--- src/hdl/pab_pkg.sv ---
// Shared constants, codes and types of the per-address byte accumulator.
// Depends on nothing; used by every other file of the block but pab_ram and the assertion header.
`default_nettype none

package pab_pkg;

  localparam int TABLE_ENTRIES = 64;
  localparam int IDX_W         = (TABLE_ENTRIES > 1) ? $clog2(TABLE_ENTRIES) : 1;
  localparam int CNT_W         = 7;
  localparam int ADDR_W        = 48;
  localparam int KEY_W         = 48;
  localparam int PREFIX_W      = 24;
  localparam int TOT_W         = 32;
  localparam int LEN_W         = 16;
  localparam int REG_IDX_W     = 1;
  localparam int QUEUE_DEPTH   = 2;

  localparam logic [REG_IDX_W-1:0] REG_USE_RECEIVER = 1'b0;
  localparam logic [REG_IDX_W-1:0] REG_PREFIX_ONLY  = 1'b1;

  typedef enum logic [0:0] {
    OP_ACCUMULATE = 1'b0,
    OP_READOUT    = 1'b1
  } opcode_t;

  typedef enum logic [2:0] {
    ST_ADDED = 3'd0,
    ST_NEW   = 3'd1,
    ST_FULL  = 3'd2,
    ST_READ  = 3'd3,
    ST_EMPTY = 3'd4
  } status_t;

  typedef struct packed {
    opcode_t           op;
    logic [KEY_W-1:0]  key;
    logic [LEN_W-1:0]  len;
  } cmd_t;

  typedef struct packed {
    status_t           status;
    logic [KEY_W-1:0]  key;
    logic [TOT_W-1:0]  total;
    logic [CNT_W-1:0]  count;
    logic              last;
  } result_t;

endpackage

`default_nettype wire

--- src/hdl/pab_queue.sv ---
// Short command queue that decouples the front end from the table engine.
// Depends on pab_pkg.
`default_nettype none

module pab_queue (
  input  wire logic          clk,
  input  wire logic          rst,
  input  wire logic          push_valid,
  input  wire pab_pkg::cmd_t push_cmd,
  output logic               push_ready,
  output logic               pop_valid,
  output pab_pkg::cmd_t      pop_cmd,
  input  wire logic          pop_ready
);
  import pab_pkg::*;

  localparam int PTR_W = (QUEUE_DEPTH > 1) ? $clog2(QUEUE_DEPTH) : 1;
  localparam int FILL_W = $clog2(QUEUE_DEPTH + 1);

  cmd_t              slot [QUEUE_DEPTH];
  logic [PTR_W-1:0]  wptr;
  logic [PTR_W-1:0]  rptr;
  logic [FILL_W-1:0] fill;
  logic              push;
  logic              pop;

  assign push_ready = (fill != FILL_W'(QUEUE_DEPTH));
  assign pop_valid  = (fill != '0);
  assign pop_cmd    = slot[rptr];
  assign push       = push_valid && push_ready;
  assign pop        = pop_valid && pop_ready;

  always_ff @(posedge clk) begin
    if (rst) begin
      wptr <= '0;
      rptr <= '0;
      fill <= '0;
    end else begin
      if (push) begin
        wptr <= (wptr == PTR_W'(QUEUE_DEPTH - 1)) ? '0 : wptr + PTR_W'(1);
      end
      if (pop) begin
        rptr <= (rptr == PTR_W'(QUEUE_DEPTH - 1)) ? '0 : rptr + PTR_W'(1);
      end
      if (push && !pop) begin
        fill <= fill + FILL_W'(1);
      end else if (pop && !push) begin
        fill <= fill - FILL_W'(1);
      end
    end
  end

  always_ff @(posedge clk) begin
    if (push) begin
      slot[wptr] <= push_cmd;
    end
  end

endmodule

`default_nettype wire

--- config.mk ---
export PLATFORM = sky130hd
export DESIGN_NAME = pab_queue
export DESIGN_NICKNAME = d
export VERILOG_FILES = /design/src/hdl/pab_pkg.sv /design/src/hdl/pab_queue.sv
export SDC_FILE = /design/constraint.sdc
export NUM_CORES = 1
export LEC_CHECK = 0
export BUFFER_PORTS_ARGS = -buffer_cell sky130_fd_sc_hd__buf_2
export CAP_MARGIN = 0
export CORE_MARGIN = 3
export CORE_UTILIZATION = 56
export CTS_CLUSTER_DIAMETER = 200
export DETAILED_ROUTE_END_ITERATION = 16
export HOLD_SLACK_MARGIN = 0.06
export PLACE_DENSITY = 0.85
export SLEW_MARGIN = 15
export SYNTH_ARGS = -nofsm -noshare
export SYNTH_HDL_FRONTEND = slang
export SYNTH_SLANG_ARGS = --single-unit
--- constraint.sdc ---
create_clock -name clk -period 4.9 [get_ports clk]
set_input_delay 0.49 -clock clk [delete_from_list [all_inputs] [get_ports clk]]
set_output_delay 0.49 -clock clk [all_outputs]
set_load 0.02 [all_outputs]
-- Word level (Yosys, flattened, before mapping)
Memories as Yosys holds them, arrays and structs flattened. A register that Yosys moved wholly into a read port is not among the register bits.
Cells that the tools add are included.
- latch bits: 0
- RAM bits: 130
- register bits after elaboration: 4
- input bits: 69
- logic and storage cells: 25
- memories kept: 1
- output and inout bits: 67
- ROM bits: 0
- bitwise gates (word level): 0
- divide/modulo/power cells: 0
- equality and inequality tests: 1
- muxes and demuxes: 8
- shift-type cells: 0
- multipliers: 0
- $lt $le $gt $ge: 0
- add/sub/neg operators: 4
- reductions and logical operators: 8
- memory list (name ; words ; width ; read ports ; clocked after Yosys merged registers in ; write ports ; line ; RTL):
    slot ; 2 ; 65 ; 1 ; 1 ; 1 ; pab_queue.sv:20 ; cmd_t slot [QUEUE_DEPTH];
- operators by type and width (cell ; count):
    two-way mux 1 bit ; 6
    logical AND 1 bit ; 4
    two-way mux 2 bit ; 2
    nonzero test 2 bit ; 2
    adder 1 bit (second input constant) ; 2
    adder 2 x 1 -> 2 bit (second input constant) ; 1
    zero test 1 bit ; 2
    != test 2 bit (second input constant) ; 1
    subtractor 2 x 1 -> 2 bit (second input constant) ; 1

-- Logic depth before layout (Yosys ltp)
- word-level depth: 6
- gate-level depth with buffers: 6
- depth with buffers taken out: 6

-- Worst setup path after synthesis
Ideal clock, no wire load.
- path type: reg2reg
- from: reg fill[0]
- to: mem slot[1][0] (netlist name) (enable)
- arrival: 2303 ps
- setup slack: 2166 ps
- data required time: 4470 ps
- period minus slack after synthesis: 2734 ps
- setup time: 430 ps
- cell stages (with the launch flop): 3
- path buffers: 0
- path through: dfxtp_1 > nand2b_1 > and3_1
- cells in the longest elaborated chain, start to end: 4
- ends and longest elaborated chain (what ; line ; RTL):
    start: declaration ; pab_queue.sv:23 ; logic [FILL_W-1:0] fill;
    start signal: assignment ; pab_queue.sv:46 ; fill <= fill + FILL_W'(1);
    start signal: assignment ; pab_queue.sv:48 ; fill <= fill - FILL_W'(1);
    != test 2 bit ; pab_queue.sv:27 ; assign push_ready = (fill != FILL_W'(QUEUE_DEPTH));
    named net push_ready ; pab_queue.sv:10 ; output logic push_ready,
    logical AND 1 bit ; pab_queue.sv:30 ; assign push = push_valid && push_ready;
    two-way mux 1 bit ; pab_queue.sv:54 ; if (push) begin
    two-way mux 1 bit (not written as such) ; pab_queue.sv:55 ; slot[wptr] <= push_cmd;
    end: declaration ; pab_queue.sv:20 ;
The timed path passes the listed nets, and every way through them passes these cells.

==> reports/metrics.csv <==
metric;value;unit
most common cell after layout, fill and taps aside;buf_2;
final std cells w/o fill;494;
Multi-input gate area;852;um^2
# clock sinks;135;
worst r2r src;fill[0];
Synth area leader;edfxtp_1;
start point of the worst hold path;push_cmd[27];
maxcap violations;0;
Seq/Total Area, Yosys;0.813;
Synth top area share;0.792;
gate count after technology mapping;226;
RePlAce Congestion;0.755;
syn_nets;296;
minimum clock period;2870;ps
Area Growth Syn to Fin;27.6;%
#FFs+latches synth;135;
global-route wire length before repair;13600;um
Avg Synthesized Cell Area;21.8;um^2
Final Cycle Share;0.586;
fin. max-slew vios;0;
largest net degree at the start of global routing;66;
# diodes;0;
Fmax;0.348;GHz
post-synth cell types;19;
vias per cell;5.13;
nets;446;
LEAKAGE;0.00237;uW
layout cells sized above 1;0.612;
Hold Path End;slot[0][27];
Critical Path AT;2380;ps
die area;9960;um^2
crit-path cells;buf_4 > mux2_2 > buf_2;
Area contributors post-synth;edfxtp_1 79%, mux2_2 15%, dfxtp_1 2.0%;
Cell Area, Synth;4930;um^2
final wirelength;8650;um
Levels on crit path;3;
die width;99.8;um
Fin. Hold Viols;0;
Tot Pwr;3590;uW
cell count after placement;462;
Worst Hold Slack;169;ps
WHS Path Cells;1;
I/O Pins;136;
DRT iter0 DRCs;106;
total of warnings raised by yosys;0;
Num CTS Buffers;17;
clk_skew;13.5;ps
hold_buf cts;0;
Worst R2R End;slot[1][24];
number of port buffers;135;
initial antenna violation count;0;
worst IR drop on VDD;0.507;mV
worst endpoint required time;4410;ps
Worst-Margin Slew;830;ps
aggregate global routing overflow;0;
Critical Path Fanout Max;39;
CP max-delay cell;dfxtp_2;
# setup viols final;0;
drt wl/cell;17.5;um
vias in the first global route;2648;
DP Area;5690;um^2
WS Path Type;reg2out;
clock latency on the worst-skew pair;510;ps
setup bufs post-CTS;0;
Worst Hold Class;in2reg;
Max H-tree Level;4;
via count;2536;
FILL cells;503;
post-route antenna net violation count;0;
Crit path max-delay family;flip-flops;
final HPWL from detailed placement;5650;um
Initial Util;0.588;
RSZ-0062 raised after global routing;no;
max_slew headroom;0.447;
TNS Setup;0;ps
# rows;33;
slowest stage delay, CP;730;ps
clock edge transition at the registers on the reported setup and hold paths;60;ps
Worst Setup Start Kind;flop;
outcome;finished, final reports clean;
Cell Pwr Density;571;nW/um^2
crit end category;output pin;
most frequent cells in the layout;135 x buf_2, 130 x edfxtp_1, 65 x mux2_2;
Die Span Y;99.8;um
R2R Setup Slk;2710;ps
Initial DRT Pass Iterations;4;
root buffer cell;clkbuf_8;
WP buf/inv;2;
Max Buffers Root-to-Sink;2;
post-cts resize count;0;
post-route design area;6280;um^2
DRC errors left;0;
Core Region;8380;um^2
Worst R2R Path Depth;3;
All-Layer GR Usage;0.184;
FF+latch area;4010;um^2
CTS tree;yes;
## power by group
part	switching (uW)	internal (uW)
Combinational	495	343
Clock	455	780
Sequential	68.6	1450
Total	1020	2570
## per-layer routing
metal | wire (um) | GRT usage | vias up
li1 | - | - | 1196
met1 | 3430 | 0.226 | 1240
met2 | 4600 | 0.311 | 95
met3 | 570 | 0.0695 | 5
met4 | 53 | 0.0441 | 0
met5 | 0 | 0 | -
## registers in the layout, summed over array words and instances, names as in the netlist, named ones only
name / flops
wptr: 1
slot: 130
rptr: 1
fill: 2
## cell type report
| cell class | count | share of cell area |
|---|---|---|
| repair buffers | 138 | 0.111 |
| flip-flops and latches | 135 | 0.637 |
| inverters | 1 | 0.000597 |
| well taps | 105 | 0.0209 |
| multi-input cells | 83 | 0.136 |
| clock buffers | 19 | 0.0671 |
| clock inverters | 13 | 0.0275 |
## how the worst max path moves through the flow
stage | start | endpoint | slack, ps
2_1_floorplan | fill[0] | slot[1][0] | 2170
3_3_place_gp | flop | pop_cmd[52] | 2530
3_5_place_dp | flop | pop_cmd[52] | 2540
4_1_cts | flop | pop_cmd[52] | 1970
5_1_grt | flop | pop_cmd[52] | 1880
6_report | flop | pop_cmd[52] | 2030
## worst reg2reg max path: stages, from the launching register on
cell      delay, ps
dfxtp_1         390
nand2b_1        210
and3_2          620
buf_4           570
## through the flow
| stage | utilization | setup WS (ps) |
|---|---|---|
| global route | 0.750 | 1880 |
| floorplan | - | 2170 |
| global placement | 0.679 | 2530 |
| finish | 0.750 | 2030 |
| CTS | 0.750 | 1970 |
| detailed placement | 0.679 | 2540 |
## Yosys cell counts, drive strengths merged
cell type,number
or3,1
a21bo,1
and3,1
and2,1
xor2,3
nand2b,1
edfxtp,130
inv,1
buf,7
o21ai,2
mux2,65
nor2,3
a21oi,2
or2,1
dfxtp,5
nand3b,1
ha,1
## cells by family after synthesis
group | Yosys count | synth area share
multiplexers | 65 | 0.149
AO/OA/AOI/OAI | 5 | 0.00609
buffers and inverters | 8 | 0.0147
adder cells (fa/ha/maj) | 1 | 0.00254
AND/OR/NAND/NOR | 9 | 0.0102
XOR/XNOR | 3 | 0.00533
flip-flops | 135 | 0.813
No activity file was read; power rests on OpenSTA's default activity.
