[src/hdl/pab_pkg.sv]
// Shared constants, codes and types of the per-address byte accumulator.
// Depends on nothing; used by every other file of the block but pab_ram and the assertion header.
`default_nettype none

package pab_pkg;

  localparam int TABLE_ENTRIES = 64;
  localparam int IDX_W         = (TABLE_ENTRIES > 1) ? $clog2(TABLE_ENTRIES) : 1;
  localparam int CNT_W         = 7;
  localparam int ADDR_W        = 48;
  localparam int KEY_W         = 48;
  localparam int PREFIX_W      = 24;
  localparam int TOT_W         = 32;
  localparam int LEN_W         = 16;
  localparam int REG_IDX_W     = 1;
  localparam int QUEUE_DEPTH   = 2;

  localparam logic [REG_IDX_W-1:0] REG_USE_RECEIVER = 1'b0;
  localparam logic [REG_IDX_W-1:0] REG_PREFIX_ONLY  = 1'b1;

  typedef enum logic [0:0] {
    OP_ACCUMULATE = 1'b0,
    OP_READOUT    = 1'b1
  } opcode_t;

  typedef enum logic [2:0] {
    ST_ADDED = 3'd0,
    ST_NEW   = 3'd1,
    ST_FULL  = 3'd2,
    ST_READ  = 3'd3,
    ST_EMPTY = 3'd4
  } status_t;

  typedef struct packed {
    opcode_t           op;
    logic [KEY_W-1:0]  key;
    logic [LEN_W-1:0]  len;
  } cmd_t;

  typedef struct packed {
    status_t           status;
    logic [KEY_W-1:0]  key;
    logic [TOT_W-1:0]  total;
    logic [CNT_W-1:0]  count;
    logic              last;
  } result_t;

endpackage

`default_nettype wire

[src/hdl/pab_if.sv]
// Valid/ready channel interfaces for packet records and table results.
// Depends on pab_pkg for field widths and codes.
`default_nettype none

interface pab_in_if;
  logic                         valid;
  logic                         ready;
  logic                         opcode;
  logic [pab_pkg::ADDR_W-1:0]   tx_address;
  logic [pab_pkg::ADDR_W-1:0]   rx_address;
  logic [pab_pkg::LEN_W-1:0]    packet_length;

  modport source (output valid, opcode, tx_address, rx_address, packet_length,
                  input ready);
  modport sink   (input valid, opcode, tx_address, rx_address, packet_length,
                  output ready);
endinterface


`default_nettype wire

[src/hdl/pab_front.sv]
// Front end: holds the key-selection registers and turns packet records into commands.
// Depends on pab_pkg and pab_in_if.
`default_nettype none

module pab_front (
  input  wire logic                           clk,
  input  wire logic                           rst,
  pab_in_if.sink                              pkt,
  input  wire logic                           wr_en,
  input  wire logic [pab_pkg::REG_IDX_W-1:0]  wr_index,
  input  wire logic                           wr_data,
  output logic                                cmd_valid,
  output pab_pkg::cmd_t                       cmd,
  input  wire logic                           cmd_ready
);
  import pab_pkg::*;

  logic              use_receiver;
  logic              prefix_only;
  logic [ADDR_W-1:0] addr;

  always_ff @(posedge clk) begin
    if (rst) begin
      use_receiver <= 1'b0;
      prefix_only  <= 1'b0;
    end else if (wr_en) begin
      case (wr_index)
        REG_USE_RECEIVER: use_receiver <= wr_data;
        REG_PREFIX_ONLY:  prefix_only  <= wr_data;
        default: ;
      endcase
    end
  end

  assign addr      = use_receiver ? pkt.rx_address : pkt.tx_address;
  assign cmd_valid = pkt.valid;
  assign pkt.ready = cmd_ready;

  always_comb begin
    cmd.op  = opcode_t'(pkt.opcode);
    cmd.len = pkt.packet_length;
    if (prefix_only) begin
      cmd.key = {{(KEY_W-PREFIX_W){1'b0}}, addr[ADDR_W-1 -: PREFIX_W]};
    end else begin
      cmd.key = addr;
    end
  end

endmodule

`default_nettype wire

[src/flat_wrapper.sv]
// flat-port wrapper written by rule: the top's interface ports become plain ports
module pab_front_flat import pab_pkg::*;
  (clk, rst, wr_en, wr_index, wr_data, cmd_valid, cmd, cmd_ready, pkt_valid, pkt_opcode, pkt_tx_address, pkt_rx_address, pkt_packet_length, pkt_ready);
  pab_in_if pkt_i ();
  input  wire logic clk;
  input  wire logic rst;
  input  wire logic wr_en;
  input  wire logic [pab_pkg::REG_IDX_W-1:0] wr_index;
  input  wire logic wr_data;
  output logic cmd_valid;
  output pab_pkg::cmd_t cmd;
  input  wire logic cmd_ready;
  input wire logic [$bits(pkt_i.valid)-1:0] pkt_valid;
  input wire logic [$bits(pkt_i.opcode)-1:0] pkt_opcode;
  input wire logic [$bits(pkt_i.tx_address)-1:0] pkt_tx_address;
  input wire logic [$bits(pkt_i.rx_address)-1:0] pkt_rx_address;
  input wire logic [$bits(pkt_i.packet_length)-1:0] pkt_packet_length;
  output wire logic [$bits(pkt_i.ready)-1:0] pkt_ready;
  assign pkt_i.valid = pkt_valid;
  assign pkt_i.opcode = pkt_opcode;
  assign pkt_i.tx_address = pkt_tx_address;
  assign pkt_i.rx_address = pkt_rx_address;
  assign pkt_i.packet_length = pkt_packet_length;
  assign pkt_ready = pkt_i.ready;
  pab_front u_core (.clk(clk), .rst(rst), .pkt(pkt_i), .wr_en(wr_en), .wr_index(wr_index), .wr_data(wr_data), .cmd_valid(cmd_valid), .cmd(cmd), .cmd_ready(cmd_ready));
endmodule
[config.mk]
export PLATFORM = sky130hd
export DESIGN_NAME = pab_front_flat
export DESIGN_NICKNAME = d
export VERILOG_FILES = /design/src/hdl/pab_pkg.sv /design/src/hdl/pab_if.sv /design/src/hdl/pab_front.sv /design/src/flat_wrapper.sv
export SDC_FILE = /design/constraint.sdc
export NUM_CORES = 1
export LEC_CHECK = 0
export BUFFER_PORTS_ARGS = -buffer_cell sky130_fd_sc_hd__buf_2
export CAP_MARGIN = 5
export CORE_AREA = 4 4 71 73
export CTS_CLUSTER_SIZE = 20
export DETAILED_ROUTE_END_ITERATION = 10
export DIE_AREA = 0 0 75 77
export GPL_TIMING_DRIVEN = 1
export HOLD_SLACK_MARGIN = 0.05
export PLACE_DENSITY = 0.79
export REMOVE_ABC_BUFFERS = 1
export SLEW_MARGIN = 20
export SYNTH_ARGS = -nofsm -noshare
export SYNTH_HDL_FRONTEND = slang
export SYNTH_SLANG_ARGS = --single-unit
[constraint.sdc]
create_clock -name clk -period 1.7 [get_ports clk]
set_clock_uncertainty 0.15 [all_clocks]
set_input_delay 0.085 -clock clk [delete_from_list [all_inputs] [get_ports clk]]
set_output_delay 0.085 -clock clk [all_outputs]
set_load 0.01 [all_outputs]
# After elaboration in Yosys (flattened, before gate mapping)
# Cells that the tools add are included.
[totals] output_inout_bits=67 word_cells=7 inputBits=120 regBits=2
[classes] n_reduce_logical=2 n_bitwise=1 n_mux=2
[op_table] op="two-way mux 48 bit" count=2
[op_table] op="AND reduction 2 bit" count=2
[op_table] op="inverter 1 bit" count=1

# Longest topological paths before layout
[logic_depth] word_depth=2 mapped_depth=5

# Least setup slack after synthesis
# OpenSTA, ideal clock, no wires.
[synth_timing] kind="register to output" startpoint="reg u_core.use_receiver" endpoint="out cmd[17] (netlist bit)" path_buffers=2 path_stages_with_launch=4 arrival_time_ns=1.099 path_slack_ns=0.366 t_required_ns=1.465 cell_sequence="dfxtp_1 buf_6 buf_12 mux4_2"
[synth_lines] element="start, declared" line="pab_front.sv:18" text="logic use_receiver;"
[synth_lines] element="start signal, assigned" line="pab_front.sv:28" text="REG_USE_RECEIVER: use_receiver <= wr_data;"
[synth_lines] element="end, declared" line="flat_wrapper.sv:11" text="output pab_pkg::cmd_t cmd;"

==> key figures <==
Run
  • Number of max-cap violations: 0

Min path
  • Hold Crit Class: in -> out

Timing
  • RSZ-0062 raised after global routing: yes
  • Count of pins over their slew limit: 0
  • Final hold violation count: 0
  • Slew headroom: between 80 and 90%
  • Final setup violation count: 0
  • Achievable clock frequency: around 0.60 GHz
  • Fin crit period: between 1500 and 2000 ps
  • Final period utilization: 98.4%
  • Least-Margin Pin Slew: roughly 220 ps

Floorplanning
  • Initial Util: ~28%
  • Std-Cell Rows: 24
  • Core area: between 4000 and 5000 µm²
  • DIE WIDTH: ~75 µm
  • Ports: roughly 190
  • Die H: approximately 77 µm
  • Die ar.: approximately 5800 µm²

Route
  • Post-Route WL: 5580 µm
  • DR iter-0 viols: 39
  • Pre-antenna DRT Iters: 4
  • Routed WL per cell: around 18 µm
  • Antenna viol nets, final: 0
  • Vias/cell: about 5
  • Via Count: 1568
  • DR DRC count: 0

Power
  • Power Density: about 380 nW/µm²
  • Max rail drop VDD: about 0.20 mV
  • Combinational share of power: 72.3%
  • Pleak: ~1.1 nW
  • Net Sw Frac: between 30% and 40%
  • Sw Pwr: ~0.3 mW
  • Clock power frac: a little over a fifth
  • Cell internal pwr: 0.560 mW
  • Part of the power in registers: 6.2%

Global routing
  • Largest net degree at the start of global routing: 30
  • Grt peak-use layer: met2
  • First-pass GRT wire length: between 7000 and 8000 µm
  • Vias in the first global route: 1590
  • Met2 Resource Use GR: approximately a third
  • Grt met3 use: between 1.5 and 2%
  • Antenna violations before repair: 0
  • M1 GR Usage: 20.6%
  • Grt total ovfl: 0
  • GRT Resource Usage Total: 17.3%

Finish
  • Fill cells: ~400
  • Multi-input gate area: between 900 and 1000 µm²
  • # diodes: 0
  • Seq. cell area: about 45 µm²
  • Nets: approximately 390
  • Core Util, Final: 51.7%
  • Area growth syn-to-layout: 85.6%
  • Non-filler cells, final: 315
  • Share of cells above drive strength 1: a little over two thirds

CTS
  • Post-CTS setup buffers: 0
  • CTS tree: yes
  • CTS Buffer Depth: 2
  • Clock latency on the worst-skew pair: about 210 ps
  • CTS H-tree lvls: 1
  • Num CTS Buffers: 3
  • Clock sinks: 2
  • CTS clk-pin slew, worst paths: approximately 30 ps
  • Root buf cell: clkbuf_8

Logic synthesis
  • Main synth FF type: dfxtp_1
  • Post-synthesis sequential area ratio: 3.30%
  • Synth cell count leaders: 25 x mux2i_1, 25 x nor2_1, 23 x mux4_2
  • Mapped Area: around 1200 µm²
  • Seq cells post-synth: 2
  • Distinct cells, synth: 14
  • Cells after Synth: around 110
  • Area share of the largest cell type after synthesis: a little over two fifths
  • Synth area leader: mux4_2
  • Top cells by area, synth: mux4_2 43%, mux2i_1 21%, buf_4 12%, nor2_1 7.7%, buf_12 5.0%
  • Syn. warnings: 0
  • Asr flop ratio synth: 0%
  • Post-synth EDFFs: 0
  • Syn avg cell area: 10.9 µm²

Worst setup path
  • CP Class: reg -> reg
  • CP arrival: approximately 1600 ps
  • Startpoint types: flop
  • CP required: approximately 1600 ps
  • Critical path fanouts, max: 11
  • Endpoint class of the critical path: flop

Place
  • Placed Cells: 285
  • Post-DP HPWL: roughly 4100 µm
  • Final GP Congestion: 0.726
  • IO buf count: approximately 150

Outcome
  • Outcome: completed
-- worst max-delay path: stages (launching register included) --
cell	delay (ps)
dfxtp_4	360
bufbuf_16	290
mux2i_2	140
nor2_1	60
dlygate4sd3_1	550
-- metal layers --
metal / up-vias / share of wire, %
met5: - / 0
met4: 0 / 1.6
met3: 8 / 9.3
met1: 747 / 37
met2: 103 / 52
li1: 710 / -
-- area by class of cell --
type                            count  share of cell area [%]
Timing Repair Buffer              179                    52.7
Multi-Input combinational cell     79                    40.5
Tap cell                           52                    2.89
Sequential cell                     2                    2.00
Clock buffer                        3                    1.84
-- worst paths after layout --
check                                    startpoint                   to  slack (ps)  depth (start not counted)
worst max register to register  u_core.use_receiver  u_core.use_receiver          30                          4
worst min register to register   u_core.prefix_only   u_core.prefix_only         560                          3
worst min-delay path             pkt_tx_address[35]              cmd[51]         360                          4
worst max-delay path            u_core.use_receiver  u_core.use_receiver          30                          4
-- timing repair --
| item | in CTS | in global routing |
|---|---|---|
| pin swaps | 0 | 0 |
| endpoints found under the setup margin | 18 | 17 |
| resized for setup | 2 | 11 |
| endpoints found under the hold margin | 21 | 0 |
| hold buffers | 25 | 0 |
| gates cloned | 2 | 0 |
-- power by group through the flow --
stage          logic, mW  clock network, mW  registers (mW)
2_1_floorplan      0.219                  0          0.0833
3_3_place_gp       0.496                  0          0.0534
3_5_place_dp       0.506                  0          0.0536
4_1_cts            0.592              0.190          0.0533
5_1_grt            0.669              0.194          0.0535
6_report           0.622              0.185          0.0530
-- logic make-up (layout without fill, tap and decap cells) --
kind of cell	after synthesis	count (layout)	share of synthesized area [%]
AO/OA/AOI/OAI	1	1	0.412
buffers and inverters	30	182	21.5
flip-flops	2	2	3.30
multiplexers	49	49	65.5
AND/OR/NAND/NOR	29	29	9.29
-- cell usage in the layout (no fill, tap or decap) --
cell	n
buf_4	1
buf_2	138
clkbuf_8	3
a21oi_1	1
dfxtp_2	1
nand3_1	1
dfxtp_4	1
dlygate4sd3_1	25
buf_6	10
mux4_2	24
mux2i_1	24
bufbuf_16	2
nor2_1	25
mux2i_2	1
buf_12	3
nand2_1	2
nor2b_1	1
-- sequential cells by signal, summed over array words and instances, names as in the netlist --
| name | flops |
|---|---|
| u_core.prefix_only | 1 |
| u_core.use_receiver | 1 |
-- per-stage QoR --
step | TNS [ps] | instance area [µm²] | worst slack (ps) | power [mW] | hold WS, ps
6_report | 0 | 2250 | 26.8 | 0.859 | 358
3_5_place_dp | 0 | 1830 | 183 | 0.560 | 20.1
2_1_floorplan | -49880 | 952 | -1220 | 0.302 | 4.07
4_1_cts | 0 | 2180 | 14.1 | 0.835 | 361
5_1_grt | -101 | 2250 | -22.6 | 0.916 | 384
3_3_place_gp | 0 | 1830 | 200 | 0.549 | 20.1
No activity file was read; power rests on OpenSTA's default activity.
